==> config.mk <==
export PLATFORM = sky130hd
export DESIGN_NAME = seven_segment_scan_shift_driver
export DESIGN_NICKNAME = d
export VERILOG_FILES = /design/src/rtl/ssd_pkg.sv /design/src/rtl/seven_segment_scan_shift_driver.sv /design/src/rtl/ssd_front.sv /design/src/rtl/ssd_queue.sv /design/src/rtl/ssd_back.sv
export SDC_FILE = /design/constraint.sdc
export NUM_CORES = 1
export LEC_CHECK = 0
export BUFFER_PORTS_ARGS = -buffer_cell sky130_fd_sc_hd__buf_2
export CAP_MARGIN = 20
export CORE_ASPECT_RATIO = 0.5
export CORE_UTILIZATION = 25
export CTS_BUF_LIST = sky130_fd_sc_hd__clkbuf_2 sky130_fd_sc_hd__clkbuf_4 sky130_fd_sc_hd__clkbuf_8
export DETAILED_ROUTE_END_ITERATION = 10
export SETUP_SLACK_MARGIN = 0.4
export SLEW_MARGIN = 40
export SYNTH_ARGS = -nofsm -noshare
export SYNTH_HDL_FRONTEND = slang
export SYNTH_HIERARCHICAL = 1
export SYNTH_SLANG_ARGS = --single-unit
==> constraint.sdc <==
create_clock -name clock -period 7.2 [get_ports clock]
set_input_delay 0.36 -clock clock [delete_from_list [all_inputs] [get_ports clock]]
set_output_delay 0.36 -clock clock [all_outputs]
set_load 0.03 [all_outputs]
==> src/rtl/ssd_pkg.sv <==
// ssd_pkg: shared types, constants and the segment table of the scan shift driver
// no dependencies; imported by every module of the block
`default_nettype none

package ssd_pkg;

   // display geometry
   localparam int DIGIT_COUNT  = 8;
   localparam int DIGIT_W      = 4;
   localparam int INDEX_W      = 3;
   localparam int SAMPLE_W     = 8;
   localparam int BYTE_W       = 8;

   // queue between front and back
   localparam int QUEUE_DEPTH  = 2;

   // events per scan step
   localparam int STEP_EVENTS  = 34;
   localparam int EVENT_W      = 6;

   // event positions within a step
   localparam logic [EVENT_W-1:0] EV_BLANK_LATCH = EVENT_W'(16);
   localparam logic [EVENT_W-1:0] EV_FINAL_LATCH = EVENT_W'(STEP_EVENTS - 1);

   // reset value of the wrap register
   localparam logic [INDEX_W-1:0] WRAP_RESET = INDEX_W'(5);

   // segment code of a blank digit
   localparam logic [BYTE_W-1:0] BLANK_CODE = 8'hff;

   // one scan step waiting for the back end
   typedef struct packed {
      logic [BYTE_W-1:0] select;
      logic [BYTE_W-1:0] segments;
   } ssd_entry_type;

   // active-low segment code of one decimal digit
   function automatic logic [BYTE_W-1:0] seg_code(input logic [DIGIT_W-1:0] digit);
      logic [BYTE_W-1:0] code;
      unique case (digit)
         4'd0:    code = 8'hc0;
         4'd1:    code = 8'hf9;
         4'd2:    code = 8'ha4;
         4'd3:    code = 8'hb0;
         4'd4:    code = 8'h99;
         4'd5:    code = 8'h92;
         4'd6:    code = 8'h82;
         4'd7:    code = 8'hf8;
         4'd8:    code = 8'h80;
         4'd9:    code = 8'h90;
         default: code = BLANK_CODE;
      endcase
      return code;
   endfunction

endpackage

`default_nettype wire

==> src/rtl/seven_segment_scan_shift_driver.sv <==
// seven_segment_scan_shift_driver: top level of the multiplexed display scan driver
// depends on ssd_pkg, ssd_front, ssd_queue, ssd_back
//
//   channel   direction  handshake              payload
//   req_      in         req_tvalid/req_tready  sample_value
//   rsp_      out        rsp_tvalid/rsp_tready  serial_bit, is_latch (tuser), last (tlast)
//   csr_      in         csr_valid/csr_ready    wrap_digit
//
// each sample produces 34 bus events, one per cycle unless rsp_tready stalls, set by the back end event sequencer
// the first event leaves in the cycle after the step is taken from the queue
// samples are taken while the entry queue has room, so accepts run ahead of the bus
// a stalled rsp_tready holds the output register and the sequencer; the queue fills
// synchronous reset: scan index 0, all digits 0, wrap_digit 5, queue empty
`default_nettype none

module seven_segment_scan_shift_driver
   import ssd_pkg::*;
#(
   parameter int QueueDepth = QUEUE_DEPTH
)
(
   input  wire logic          clock,
   input  wire logic          reset,
   // sample input
   input  wire logic          req_tvalid,
   output logic               req_tready,
   input  wire logic [7:0]    req_tdata,   // [7:0] sample_value
   // bus events
   output logic               rsp_tvalid,
   input  wire logic          rsp_tready,
   output logic [7:0]         rsp_tdata,   // [0] serial_bit, [7:1] zero
   output logic               rsp_tuser,   // [0] is_latch
   output logic               rsp_tlast,   // last_of_step
   // wrap register
   input  wire logic          csr_valid,
   output logic               csr_ready,
   input  wire logic [2:0]    csr_data     // wrap_digit
);

   ssd_entry_type entry, head;
   logic          full, empty, pop, accept, out_bit;

   assign req_tready = !full;
   assign accept     = req_tvalid && req_tready;
   assign csr_ready  = 1'b1;
   assign rsp_tdata  = {7'b0, out_bit};

   // front: classify sample, update scan state
   ssd_front u_front (
      .clock     (clock),
      .reset     (reset),
      .accept    (accept),
      .sample    (req_tdata),
      .csr_write (csr_valid && csr_ready),
      .csr_value (csr_data),
      .entry     (entry)
   );

   // queue of pending scan steps
   ssd_queue #(
      .Depth (QueueDepth)
   ) u_queue (
      .clock      (clock),
      .reset      (reset),
      .push       (accept),
      .push_entry (entry),
      .full       (full),
      .pop        (pop),
      .head       (head),
      .empty      (empty)
   );

   // back: serial event sequencer
   ssd_back u_back (
      .clock     (clock),
      .reset     (reset),
      .head      (head),
      .empty     (empty),
      .pop       (pop),
      .out_valid (rsp_tvalid),
      .out_ready (rsp_tready),
      .out_bit   (out_bit),
      .out_latch (rsp_tuser),
      .out_last  (rsp_tlast)
   );

endmodule

`default_nettype wire

==> src/rtl/ssd_front.sv <==
// ssd_front: accepts samples, builds the scan step entry, keeps scan index and digits
// depends on ssd_pkg
`default_nettype none

module ssd_front
   import ssd_pkg::*;
(
   input  wire logic                clock,
   input  wire logic                reset,
   // sample input
   input  wire logic                accept,
   input  wire logic [SAMPLE_W-1:0] sample,
   // wrap register write
   input  wire logic                csr_write,
   input  wire logic [INDEX_W-1:0]  csr_value,
   // entry toward the queue
   output ssd_entry_type            entry
);

   logic [INDEX_W-1:0] scan_index_ff, scan_index_in;
   logic [INDEX_W-1:0] wrap_digit_ff;
   logic [DIGIT_W-1:0] digit_ff [DIGIT_COUNT];
   logic [INDEX_W:0]   index_inc;
   logic [1:0]         hundreds;
   logic [6:0]         rest;
   logic [14:0]        tens_prod;
   logic [DIGIT_W-1:0] tens;
   logic [DIGIT_W-1:0] ones;

   // entry for the current scan position
   always_comb begin
      entry.select   = BYTE_W'(1) << scan_index_ff;
      entry.segments = seg_code(digit_ff[scan_index_ff]);
   end

   // index advance with reload
   always_comb begin
      index_inc = {1'b0, scan_index_ff} + (INDEX_W+1)'(1);
      if (index_inc >= (INDEX_W+1)'(DIGIT_COUNT)) begin
         scan_index_in = wrap_digit_ff;
      end else begin
         scan_index_in = index_inc[INDEX_W-1:0];
      end
   end

   // decimal split of the sample
   always_comb begin
      if (sample >= SAMPLE_W'(200)) begin
         hundreds = 2'd2;
         rest     = 7'(sample - SAMPLE_W'(200));
      end else if (sample >= SAMPLE_W'(100)) begin
         hundreds = 2'd1;
         rest     = 7'(sample - SAMPLE_W'(100));
      end else begin
         hundreds = 2'd0;
         rest     = sample[6:0];
      end
      // divide by ten through reciprocal 205/2048, exact below 100
      tens_prod = 15'(rest) * 15'd205;
      tens      = tens_prod[14:11];
      ones      = 4'(rest - ({3'b0, tens} << 3) - ({3'b0, tens} << 1));
   end

   // scan index and wrap register
   always_ff @(posedge clock) begin
      if (reset) begin
         scan_index_ff <= '0;
         wrap_digit_ff <= WRAP_RESET;
      end else begin
         if (accept) begin
            scan_index_ff <= scan_index_in;
         end
         if (csr_write) begin
            wrap_digit_ff <= csr_value;
         end
      end
   end

   // digit store, upper three positions take the new reading
   always_ff @(posedge clock) begin
      if (reset) begin
         for (int i = 0; i < DIGIT_COUNT; i++) begin
            digit_ff[i] <= '0;
         end
      end else if (accept) begin
         digit_ff[5] <= DIGIT_W'(hundreds);
         digit_ff[6] <= tens;
         digit_ff[7] <= ones;
      end
   end

endmodule

`default_nettype wire

==> src/rtl/ssd_queue.sv <==
// ssd_queue: short queue of scan step entries between front and back
// depends on ssd_pkg
`default_nettype none

module ssd_queue
   import ssd_pkg::*;
#(
   parameter int Depth = QUEUE_DEPTH
)
(
   input  wire logic     clock,
   input  wire logic     reset,
   input  wire logic     push,
   input  ssd_entry_type push_entry,
   output logic          full,
   input  wire logic     pop,
   output ssd_entry_type head,
   output logic          empty
);

   localparam int AddrW  = (Depth > 1) ? $clog2(Depth) : 1;
   localparam int CountW = $clog2(Depth + 1);

   ssd_entry_type        slot_ff [Depth];
   logic [AddrW-1:0]     wr_ptr_ff, rd_ptr_ff;
   logic [CountW-1:0]    count_ff;

   assign full  = (count_ff == CountW'(Depth));
   assign empty = (count_ff == '0);
   assign head  = slot_ff[rd_ptr_ff];

   // pointer and fill count
   always_ff @(posedge clock) begin
      if (reset) begin
         wr_ptr_ff <= '0;
         rd_ptr_ff <= '0;
         count_ff  <= '0;
      end else begin
         if (push) begin
            wr_ptr_ff <= (wr_ptr_ff == AddrW'(Depth - 1)) ? '0 : wr_ptr_ff + AddrW'(1);
         end
         if (pop) begin
            rd_ptr_ff <= (rd_ptr_ff == AddrW'(Depth - 1)) ? '0 : rd_ptr_ff + AddrW'(1);
         end
         if (push && !pop) begin
            count_ff <= count_ff + CountW'(1);
         end else if (pop && !push) begin
            count_ff <= count_ff - CountW'(1);
         end
      end
   end

   // entry storage
   always_ff @(posedge clock) begin
      if (push) begin
         slot_ff[wr_ptr_ff] <= push_entry;
      end
   end

endmodule

`default_nettype wire

==> src/rtl/ssd_back.sv <==
// ssd_back: plays one scan step as 34 serial bus events into an output register
// depends on ssd_pkg
`default_nettype none

module ssd_back
   import ssd_pkg::*;
(
   input  wire logic     clock,
   input  wire logic     reset,
   // queue side
   input  ssd_entry_type head,
   input  wire logic     empty,
   output logic          pop,
   // event output
   output logic          out_valid,
   input  wire logic     out_ready,
   output logic          out_bit,
   output logic          out_latch,
   output logic          out_last
);

   logic                 busy_ff;
   logic [EVENT_W-1:0]   event_ff;
   logic [2*BYTE_W-1:0]  shift_ff;
   logic                 valid_ff, bit_ff, latch_ff, last_ff;
   logic                 advance;

   assign advance   = !valid_ff || out_ready;
   assign pop       = advance && !busy_ff && !empty;
   assign out_valid = valid_ff;
   assign out_bit   = bit_ff;
   assign out_latch = latch_ff;
   assign out_last  = last_ff;

   // step sequencer and output register
   always_ff @(posedge clock) begin
      if (reset) begin
         busy_ff  <= 1'b0;
         event_ff <= '0;
         valid_ff <= 1'b0;
      end else if (advance) begin
         if (pop) begin
            // first blanking bit goes out on the load cycle
            busy_ff  <= 1'b1;
            event_ff <= EVENT_W'(1);
            valid_ff <= 1'b1;
         end else if (busy_ff) begin
            busy_ff  <= (event_ff != EV_FINAL_LATCH);
            event_ff <= event_ff + EVENT_W'(1);
            valid_ff <= 1'b1;
         end else begin
            valid_ff <= 1'b0;
         end
      end
   end

   // event payload
   always_ff @(posedge clock) begin
      if (advance) begin
         if (pop) begin
            shift_ff <= {head.select, head.segments};
            bit_ff   <= 1'b1;
            latch_ff <= 1'b0;
            last_ff  <= 1'b0;
         end else if (busy_ff) begin
            priority if (event_ff < EV_BLANK_LATCH) begin
               bit_ff   <= 1'b1;
               latch_ff <= 1'b0;
               last_ff  <= 1'b0;
            end else if (event_ff == EV_BLANK_LATCH || event_ff == EV_FINAL_LATCH) begin
               bit_ff   <= 1'b0;
               latch_ff <= 1'b1;
               last_ff  <= (event_ff == EV_FINAL_LATCH);
            end else begin
               // select byte then segment byte, msb first
               bit_ff   <= shift_ff[2*BYTE_W-1];
               latch_ff <= 1'b0;
               last_ff  <= 1'b0;
               shift_ff <= {shift_ff[2*BYTE_W-2:0], 1'b0};
            end
         end
      end
   end

endmodule

`default_nettype wire

* Word-level counts from Yosys, hierarchy flattened
Memories as Yosys holds them, arrays and structs flattened. A register that Yosys moved wholly into a read port is not among the register bits. Cells that the tools add are included.
Operators by class: add/sub/neg operators 10, $mul 1, $lt $le $gt $ge 4, eq/ne operators 6, shifts and indexed selects 1, multiplexer cells 41, bitwise logic cells 3, reductions and logical operators 18
Operator list (number):
- two-way mux 16 bit | 4
- two-way mux 1 bit | 24
- multiplier 7 x 8 -> 15 bit, second input constant | 1
- two-way mux 7 bit | 2
- subtractor 7 bit, second input constant | 2
- two-way mux 4 bit | 3
- two-way mux 6 bit | 2
- two-way mux 3 bit | 3
- greater-or-equal comparator 8 x 7 -> 1 bit, second input constant | 1
- greater-or-equal comparator 8 bit, second input constant | 1
- left shift 1 x 3 -> 8 bit, first input constant | 1
- subtractor 4 bit | 2
- adder 6 x 1 -> 6 bit, second input constant | 1
- equality test 6 x 5 -> 1 bit, second input constant | 1
- equality test 6 bit, second input constant | 1
- zero test 1 bit | 6
- less-than comparator 6 x 5 -> 1 bit, second input constant | 1
- two-way mux 2 bit | 3
- != test 6 bit, second input constant | 1
- logical AND 1 bit | 5
- adder 3 x 1 -> 4 bit, second input constant | 1
- greater-or-equal comparator 4 bit, second input constant | 1
- != test 2 x 1 -> 1 bit, second input constant | 2
- AND reduction 4 bit | 1
- other kinds (9) | 14
Word-level totals: flip-flop bits (word level) 37, RAM bits 64, bits in read-only memories 112, input bits 16, output and inout bits 13, logic and storage cells 99, memories 3
Memory list:
- (no name shown) | depth 16, width 7, read ports 1, clocked after Yosys merged registers in 0, write ports 0, line ssd_pkg.sv:40 | unique case (digit)
- u_front.digit_ff | depth 8, width 4, read ports 1, clocked after Yosys merged registers in 1, write ports 8, line ssd_front.sv:22 | logic [DIGIT_W-1:0] digit_ff [DIGIT_COUNT];
- u_queue.slot_ff | depth 2, width 16, read ports 1, clocked after Yosys merged registers in 1, write ports 1, line ssd_queue.sv:24 | ssd_entry_type slot_ff [Depth];

* Longest topological paths before layout
Gate-level depths: netlist of run 1.
depth in word-level cells 7, depth in mapped cells 29, gate-level depth less buffers 29

* Hierarchy
Netlist of run 1, hierarchy kept.
By module, submodules not included:
- ssd_front | times used 1, cells an instance 248, area an instance 2280.9 um^2, sequential area each 480.5 um^2
- ssd_queue | times used 1, cells an instance 72, area an instance 1361.3 um^2, sequential area each 1061.0 um^2
- ssd_back | times used 1, cells an instance 126, area an instance 1280.0 um^2, sequential area each 730.7 um^2
- seven_segment_scan_shift_driver | times used 1, cells an instance 13, area an instance 85.1 um^2, sequential area each 0.0 um^2

* Least setup slack after synthesis of run 1
OpenSTA, ideal clock, no wires.
kind input -> register, start input req_tdata[0], end memory u_front.digit_ff[7][3], data pin, library setup time 0.267 ns, arrival time 5.449 ns, required time 6.933 ns, path slack 1.484 ns, stages 27, buffers on the path 0, cells stage by stage inv_1 > ha_1 > a2111o_1 > nand3_2 > o21a_4 > nand3_1 > nand3_1 > o21ai_0 > ha_1 > inv_1 > fa_1 > inv_1 > ha_1 > ha_1 > ha_1 > a21o_1 > a21o_1 > a21o_1 > o41ai_4 > nor2b_1 > nor3_1 > a211oi_1 > ha_1 > xor2_1 > and3b_1 > nor3_1 > nor3_2
RTL lines:
- from (decl) | line seven_segment_scan_shift_driver.sv:27 | input wire logic [7:0] req_tdata,
- to (decl) | line ssd_front.sv:22

==> out/metrics.yaml, run 1 <==
worst_hold_path:
  min_path_cells: 2
  hold_class: "in -> reg"
  min_to: "u_front/wrap_digit_ff[2]"
  hp-start: "csr_data[2]"
placement:
  dp_hpwl_mm: 6.21
  preCtsSetupSlack_ps: 852
  globalplace.congestion: 0.745
  port_buffers: 20
  placed_area_um2: 5310
run:
  maxCapViolCount: 0
logic_synthesis:
  synth_top_family_by_area: "adder cells"
  yosysMostFrequentCell: "nand2_1"
  netlist_area_um2: 5010
  postSynth.asyncResetShare_pct: 0
  synthDominantCellAreaShare_pct: 36.6
  yosysTopAreaCell: "edfxtp_1"
  synthMuxAreaShare_pct: 5.90
  synth_ff_type: "edfxtp_1"
  synth_area_leaders: "edfxtp_1, ha_1, dfxtp_1, nand2_1, mux2_2"
  synth_compound_area_share_pct: 7.27
  synth_area_per_cell_um2: 10.9
  synthAdderAreaFrac_pct: 17.4
  ys_seq_elements: 83
  synth-simple-area-share_pct: 14.4
  synth-xor-area-share_pct: 3.15
  synth_seq_area_share_pct: 45.4
  synth_edf_count: 61
  synth_commonest_cells: "nand2_1, edfxtp_1, ha_1"
  syn_inst: 459
  ys_warn_count: 6
  ys_types: 58
sta:
  relSlewSlack_pct: 48.3
  finalCritPeriodShare_pct: 83.0
  worst_slew_pin_slew_ps: 775
  setup_violations: 0
  slew_violations: 0
  hold_viol_final: 0
  tns_ps: 0
  rsz0062_at_grt: "no"
  period_minus_slack_ps: 5970
  setup_ws_ps: 1230
  fmax_ghz: 0.167
  clock-skew-final_ps: 7.39
run_status:
  status: "completed"
clock_tree:
  post_cts_buffers: 0
  cts_tree: "done"
  cts_max_level: 3
  clkSlewWorstSetupHoldPaths_ps: 80
  post_cts_resized: 0
  clk_latency_ps: 360
  ctsHoldBuffers: 0
  cts_root_buf: "clkbuf_8"
  numCtsBuffers: 9
  cts_buffer_depth: 2
  clkSinkCount: 83
routing:
  drt-initial-drc-count: 151
  wl_per_cell_um: 11.3
  drt-vias-per-instance: 4.16
  firstDrtPassIters: 4
  vias: 3100
  remaining_drc_errors: 0
  drt_wl_total_mm: 8.46
  postRouteAntennaNets: 0
grt:
  grt-ovfl-total: 0
  grt.total_usage_pct: 8.99
  antenna_found_initial: 0
  grt_pass1_wl_mm: 14.8
  grt_pass1_vias: 3167
  grt_max_degree: 24
setup_path:
  rr_endpoint: "u_queue/count_ff[1]"
  required_ps: 7310
  crit_type: "in -> reg"
  crit_path_start_kind: "input port"
  crit_path_max_fanout: 8
  r2r_cells: 7
  rr_startpoint: "u_queue/count_ff[0]"
  arrival_ps: 6080
  critPathCaptureType: "flip-flop"
  r2r_slack_ps: 4770
floorplan:
  rows: 36
  coreArea_um2: 19500
  initial_core_util_pct: 25.6
  dieArea_um2: 20600
  die_w_um: 202
  num_io_pins: 29
  die_h_um: 102
cells_and_area:
  drive_gt1_share_pct: 15.2
  final_util_pct: 28.3
  final_area_um2: 5530
  nets: 556
  syn_to_final_growth_pct: 10.4
  fillers: 2045
  diodes: 0
power:
  p_per_area_nw_per_um2: 325
  power.total_mw: 1.80
  p_leak_nw: 2.34
  worst_ir_drop_vdd_mv: 0.105
report_power, final:
| group | leakage, nW | switching [mW] | total [mW] | internal [mW] |
|---|---|---|---|---|
| sequential | 0.770 | 0.0625 | 0.749 | 0.687 |
| clock | 0.103 | 0.169 | 0.363 | 0.194 |
| combinational | 1.47 | 0.409 | 0.686 | 0.278 |
how the worst max path moves through the flow:
stage | from | endpoint | slack (ps) | depth (start not counted)
global route | req_tdata[0] | u_front/digit_ff[7][3] | 740 | 28
finish | req_tdata[0] | u_front/digit_ff[7][3] | 1230 | 27
global placement | req_tdata[0] | u_front/digit_ff[7][3] | 1060 | 28
CTS | req_tdata[0] | u_front/digit_ff[7][3] | 1230 | 27
detailed placement | req_tdata[0] | u_front/digit_ff[7][3] | 850 | 27
floorplan | req_tdata[0] | u_front/digit_ff[7][3] | 1480 | 27
cells by family after synthesis:
kind of cell,count (synthesis)
and+or+nand+nor,150
DFF,83
adders and majority gates,65
buffers and inverters,59
AOI/OAI and AO/OA,54
muxes,27
xor gates and xnor gates,18
other,3
placed cells by master (no fill, tap or decap), drive strengths merged, types with 3 or more instances in the layout:
master,n
a21oi,17
nor2,29
or2,3
edfxtp,61
xnor2,10
clkbuf,9
a21o,3
and2,7
buf,22
nor3,9
and3b,4
ha,57
o21ai,14
a31oi,3
fa,8
conb,9
clkinv,3
a211oi,3
nand2,66
nand3,8
xor2,8
nor2b,11
mux2,20
mux2i,7
nand4,3
inv,36
dfxtp,22
critical path, stage by stage:
cell and delay (ps):
buf_2 130, inv_1 130, ha_1 250, a2111o_1 430, nand3_2 160, nand2_1 100
o22ai_1 250, xor2_1 230, ha_1 290, fa_1 480, ha_1 290, inv_1 50
fa_1 500, inv_1 50, ha_1 200, a21o_1 160, a21o_1 170, a21o_1 200
o41ai_4 400, nor2b_1 80, nor3_1 190, a211oi_1 90, ha_1 200, xor2_1 180
and3b_1 210, nor3_1 230, nor3_2 70
sequential cells by signal, summed over array words and instances, names as in the netlist, 2 cells and up, named ones only:
signal and count:
u_queue/count_ff 2, u_back/event_ff 6, u_front/wrap_digit_ff 3, u_front/digit_ff 10, u_queue/slot_ff 32, u_front/scan_index_ff 3, u_back/shift_ff 16
metal layers:
metal	global-route usage, %	up-vias	wire length (um)
li1	-	1595	-
met1	10.5	1473	4080
met2	16.0	21	4050
met3	2.23	11	196
met4	3.64	0	136
met5	0	-	0
area by class of cell:
| type | count | area [um2] | area share (%) |
|---|---|---|---|
| Sequential cell | 83 | 2270 | 41.1 |
| Clock buffer | 9 | 124 | 2.24 |
| Timing Repair Buffer | 22 | 115 | 2.08 |
| Inverter | 36 | 140 | 2.54 |
| Tap cell | 266 | 333 | 6.02 |
| Clock inverter | 7 | 92.6 | 1.68 |
| Multi-Input combinational cell | 323 | 2450 | 44.3 |
stage by stage:
step,std cells,hold WS (ps)
after floorplan,465,429
after global routing,746,182
after CTS,746,173
final,746,196
after global placement,730,478
after detailed placement,730,496
Note: power is estimated with default switching activity, not from simulation.
==> run 2, diff against run 1 <==
- clock period: 7.2 -> 6.2 ns (I/O delays scaled with it)
==> out/metrics.yaml, run 2 (synthesized netlist as in run 1, its figures left out) <==
run_status:
  status: "completed"
power:
  p_leak_nw: 2.42  # +3.4%
  p_switching_mw: 0.759  # +18%
  p_comb_share_pct: 39.3  # +1.1 points
  clock_power_share_pct: 20.2  # about the same
  power_frac_seq_pct: 40.4  # -1.3 points
  p_per_area_nw_per_um2: 375  # +15%
  swShare_pct: 35.4  # -0.25 points
  worst_ir_drop_vdd_mv: 0.117  # +12%
  p_int_mw: 1.39  # +20%
  power.total_mw: 2.15  # +19%
cells_and_area:
  final_cell_mix: "nand2_1, edfxtp_1, ha_1, inv_1, nor2_1"
  regMostFlops: "u_queue/slot_ff"
  final_util_pct: 29.3  # +1.0 points
  multi_input_area_um2: 2550  # +4.1%
  seqCellArea_um2: 2270  # about the same
  diodes: 0  # unchanged
  drive_gt1_share_pct: 20.0  # +4.8 points
  nets: 566  # +1.8%
  largest_register_ff_count: 32  # unchanged
  syn_to_final_growth_pct: 14.3
  reg_top3: "u_queue/slot_ff (32), u_back/shift_ff (16), u_front/digit_ff (10)"
  fillers: 2038  # -0.34%
  fin_cells: 756  # +1.3%
  mostFrequentLayoutCell: "nand2_1"
grt:
  grt.total_usage_pct: 8.87  # -0.13 points
  antenna_found_initial: 0  # unchanged
  grt-ovfl-total: 0  # unchanged
  grt_max_degree: 24  # unchanged
  grt_pass1_wl_mm: 14.5  # -2.3%
  grt_pass1_vias: 3075  # -2.9%
setup_path:
  slowest_stage: "fa_1"
  required_ps: 6310  # -1000 ps
  crit_type: "in -> reg"
  r2r_cells: 7  # unchanged
  arrival_ps: 5680  # -400 ps
  critPathCaptureType: "flip-flop"
  crit_path_frequent_cell: "ha_1"
  critPathMaxStageDelay_ps: 530  # +30 ps
  crit_path_start_kind: "input port"
  crit_path_max_fanout: 5  # -3
sta:
  fmax_ghz: 0.180
  finalCritPeriodShare_pct: 89.9
  clock-skew-final_ps: 7.76  # +0.364 ps
  slew_violations: 0  # unchanged
  setup_violations: 0  # unchanged
  rsz0062_at_grt: "no"
  period_minus_slack_ps: 5570
  relSlewSlack_pct: 48.7  # +0.34 points
  tns_ps: 0  # unchanged
  hold_viol_final: 0  # unchanged
  worst_slew_pin_slew_ps: 769  # -6.11 ps
clock_tree:
  ctsHoldBuffers: 0  # unchanged
  cts_buffer_depth: 2  # unchanged
  cts_root_buf: "clkbuf_8"
  cts_max_level: 3  # unchanged
  clkSinkCount: 83  # unchanged
  clkSlewWorstSetupHoldPaths_ps: 80  # about the same
  cts_tree: "done"
  numCtsBuffers: 9  # unchanged
  clk_latency_ps: 360  # about the same
routing:
  postRouteAntennaNets: 0  # unchanged
  firstDrtPassIters: 4  # unchanged
  remaining_drc_errors: 0  # unchanged
  drt_wl_total_mm: 8.81  # +4.1%
  wl_per_cell_um: 11.6  # +2.7%
  drt-initial-drc-count: 125  # -17%
  vias: 3163  # +2.0%
  drt-vias-per-instance: 4.18  # +0.68%
floorplan:
  coreArea_um2: 19500  # unchanged
  die_w_um: 202  # unchanged
  die_h_um: 102  # unchanged
  dieArea_um2: 20600  # unchanged
  initial_core_util_pct: 25.6  # unchanged
  rows: 36  # unchanged
  num_io_pins: 29  # unchanged
placement:
  placed_cells: 735  # +0.68%
  dp_hpwl_mm: 6.25  # +0.61%
  port_buffers: 20  # unchanged
  globalplace.congestion: 0.761  # +2.2%
worst_hold_path:
  min_path_cells: 2  # unchanged
  hold_class: "in -> reg"
run:
  maxCapViolCount: 0  # unchanged
## run 2: per-stage QoR
| step | cell area (um2) | setup WS (ps) | hold WS (ps) |
|---|---|---|---|
| 6_report | 5730 | 629 | 145 |
| 5_1_grt | 5730 | 377 | 115 |
| 4_1_cts | 5570 | 455 | 123 |
| 3_5_place_dp | 5350 | 68.7 | 496 |
| 3_3_place_gp | 5350 | 295 | 482 |
| 2_1_floorplan | 5030 | 534 | 379 |
## run 2: worst paths after layout
check | end | startpoint | slack [ps]
worst max-delay path | u_front/digit_ff[7][3] | req_tdata[0] | 630
worst min-delay path | u_front/wrap_digit_ff[2] | csr_data[2] | 140
worst max register to register | u_queue/count_ff[1] | u_queue/count_ff[0] | 3780
worst min register to register | u_queue/count_ff[1] | u_queue/count_ff[1] | 500
## run 2: area by class of cell
cell class                 instances  area share (%)
clock buffer                      11            2.43
inverter                          36            2.45
multi-input combinational        323            44.5
sequential                        83            39.7
clock inverter                     5            1.51
timing repair buffer              32            3.61
tap                              266            5.81
## run 2: routing by layer
layer,vias up,wire length [um],track usage [%],share of wire [%]
met3,6,325,3.16,3.7
met1,1506,4170,10.9,47
li1,1616,-,-,-
met5,-,0,0,0
met2,35,4240,14.8,48
met4,0,72,2.66,0.82
## run 2: critical path, delay by kind of cell
kind / cells / cell delay [ps]
fa+ha+maj: 7 / 2250
simple gates: 8 / 970
compound gates: 9 / 1870
buf+inv: 4 / 290
## run 2: repair_timing
action                                  in CTS  in global routing
gates resized for setup                      0                 21
setup buffers                                0                  5
endpoints found under the setup margin       0                  1
## run 2: power groups by stage
stage | combinational, mW | sequential, mW | clock (mW)
finish | 0.844 | 0.868 | 0.434
global route | 0.960 | 0.888 | 0.477
CTS | 0.815 | 0.870 | 0.452
detailed placement | 0.807 | 0.883 | 0
global placement | 0.790 | 0.879 | 0
floorplan | 0.659 | 0.872 | 0
==> run 3, diff against run 2 <==
- CELL_PAD_IN_SITES_DETAIL_PLACEMENT: default -> 1
- CELL_PAD_IN_SITES_GLOBAL_PLACEMENT: default -> 1
- PLACE_DENSITY_LB_ADDON: default -> 0.1
==> out/metrics.yaml, run 3 (synthesized netlist as in run 1, its figures left out) <==
run_status:
  status: "completed"
cells_and_area:
  regMostFlops: "u_queue/slot_ff"
  fillers: 2210  # +8.4%
  multi_input_area_um2: 2540  # -0.39%
  nets: 564  # -0.35%
  syn_to_final_growth_pct: 12.9
  reg_top3: "u_queue/slot_ff (32), u_back/shift_ff (16), u_front/digit_ff (10)"
  seqCellArea_um2: 2270  # about the same
  drive_gt1_share_pct: 19.9  # -0.12 points
  largest_register_ff_count: 32  # unchanged
  diodes: 0  # unchanged
  final_cell_mix: "nand2_1, edfxtp_1, ha_1, inv_1, nor2_1"
  mostFrequentLayoutCell: "nand2_1"
  final_area_um2: 5650  # -1.3%
sta:
  finalCritPeriodShare_pct: 89.4  # -0.48 points
  setup_violations: 0  # unchanged
  slew_violations: 0  # unchanged
  hold_viol_final: 0  # unchanged
  relSlewSlack_pct: 53.9  # +5.2 points
  clock-skew-final_ps: 7.94  # +0.183 ps
  fmax_ghz: 0.180  # +0.54%
  worst_slew_pin_slew_ps: 691  # -78.2 ps
  rsz0062_at_grt: "no"
  period_minus_slack_ps: 5540  # -29.8 ps
  tns_ps: 0  # unchanged
floorplan:
  dieArea_um2: 20600  # unchanged
  rows: 36  # unchanged
  die_h_um: 102  # unchanged
  num_io_pins: 29  # unchanged
  initial_core_util_pct: 25.6  # unchanged
  coreArea_um2: 19500  # unchanged
  die_w_um: 202  # unchanged
clock_tree:
  numCtsBuffers: 9  # unchanged
  cts_max_level: 3  # unchanged
  cts_tree: "done"
  cts_root_buf: "clkbuf_8"
  clk_latency_ps: 360  # about the same
  cts_buffer_depth: 2  # unchanged
  clkSlewWorstSetupHoldPaths_ps: 80  # about the same
  clkSinkCount: 83  # unchanged
setup_path:
  r2r_slack_ps: 3790  # about the same
  critPathCaptureType: "flip-flop"
  crit_path_max_fanout: 5  # unchanged
  arrival_ps: 5640  # -40 ps
  crit_type: "in -> reg"
  crit_path_start_kind: "input port"
  r2r_cells: 7  # unchanged
  rr_endpoint: "u_queue/count_ff[1]"
  rr_startpoint: "u_queue/count_ff[0]"
  required_ps: 6300  # about the same
routing:
  vias: 3178  # +0.47%
  wl_per_cell_um: 13.6  # +16%
  postRouteAntennaNets: 0  # unchanged
  firstDrtPassIters: 4  # unchanged
  drt-initial-drc-count: 72  # -42%
  remaining_drc_errors: 0  # unchanged
  drt-vias-per-instance: 4.21  # +0.74%
  drt_wl_total_mm: 10.2  # +16%
grt:
  antenna_found_initial: 0  # unchanged
  grt_pass1_vias: 3237  # +5.3%
  grt_pass1_wl_mm: 17.0  # +18%
  grt-ovfl-total: 0  # unchanged
  grt.total_usage_pct: 10.6  # +1.7 points
  grt_max_degree: 24  # unchanged
power:
  p_per_area_nw_per_um2: 374  # -0.29%
  p_leak_nw: 2.40  # -1.1%
  worst_ir_drop_vdd_mv: 0.0925  # -21%
worst_hold_path:
  min_path_cells: 2  # unchanged
  hold_class: "in -> reg"
  min_to: "u_front/wrap_digit_ff[2]"
  hp-start: "csr_data[2]"
placement:
  port_buffers: 20  # unchanged
  globalplace.congestion: 0.801  # +5.2%
  dp_hpwl_mm: 7.54  # +21%
  placed_area_um2: 5360  # +0.30%
run:
  maxCapViolCount: 0  # unchanged
## run 3: what timing repair did
action	4_1_cts	5_1_grt
hold buffers	0	0
resized for setup	0	20
setup buffers	0	2
endpoints found under the setup margin	0	1
## run 3: worst max path at each step
stage                      start                     end  slack, ps  cells past startpoint
floorplan           req_tdata[0]  u_front/digit_ff[7][3]        530                     27
global placement    req_tdata[0]  u_front/digit_ff[7][3]        190                     28
detailed placement  req_tdata[0]  u_front/digit_ff[7][3]         90                     27
CTS                 req_tdata[0]  u_front/digit_ff[7][3]        430                     27
global route        req_tdata[2]  u_front/digit_ff[7][3]        400                     27
finish              req_tdata[2]  u_front/digit_ff[7][3]        660                     27
## run 3: power breakdown
part	total [mW]	switching, mW	internal (mW)
combinational	0.858	0.504	0.354
clock	0.381	0.194	0.187
sequential	0.873	0.0755	0.798
## run 3: through the flow
step	setup WS (ps)	hold slack (ps)	power (mW)	std cells	utilization (%)
2_1_floorplan	534	379	1.53	465	-
3_3_place_gp	193	501	1.73	736	27.4
3_5_place_dp	93.4	504	1.73	736	27.4
4_1_cts	434	132	2.13	752	28.4
5_1_grt	401	133	2.32	754	28.9
6_report	659	154	2.11	754	28.9
## run 3: critical path, stage by stage
cell and delay, ps:
buf_2 130, inv_2 70, ha_1 190, a2111o_1 460, nand3_4 120, buf_6 130, o22ai_4 80, xor2_2 210
ha_1 320, inv_1 60, fa_1 530, inv_1 40, ha_1 280, ha_1 290, ha_1 310, a21o_1 180
a21o_1 170, a21o_1 210, o41ai_4 380, nor2b_1 100, nor3_2 200, a211oi_2 70, ha_1 300, nand2_1 80
and3b_2 220, nor3_2 130, nor3_2 60
## run 3: layer usage
| metal | global-route usage (%) | wire [um] | vias to the layer above |
|---|---|---|---|
| li1 | - | - | 1606 |
| met3 | 2.61 | 227 | 10 |
| met5 | 0 | 0 | - |
| met2 | 16.9 | 4550 | 22 |
| met4 | 2.83 | 106 | 0 |
| met1 | 14.4 | 5350 | 1540 |
## run 3: final cells by class
| class | count | area share [%] |
|---|---|---|
| inverter | 36 | 2.48 |
| timing repair buffer | 30 | 3.17 |
| clock inverter | 6 | 0.996 |
| clock buffer | 10 | 2.32 |
| sequential | 83 | 40.2 |
| multi-input combinational | 323 | 44.9 |
| tap | 266 | 5.89 |
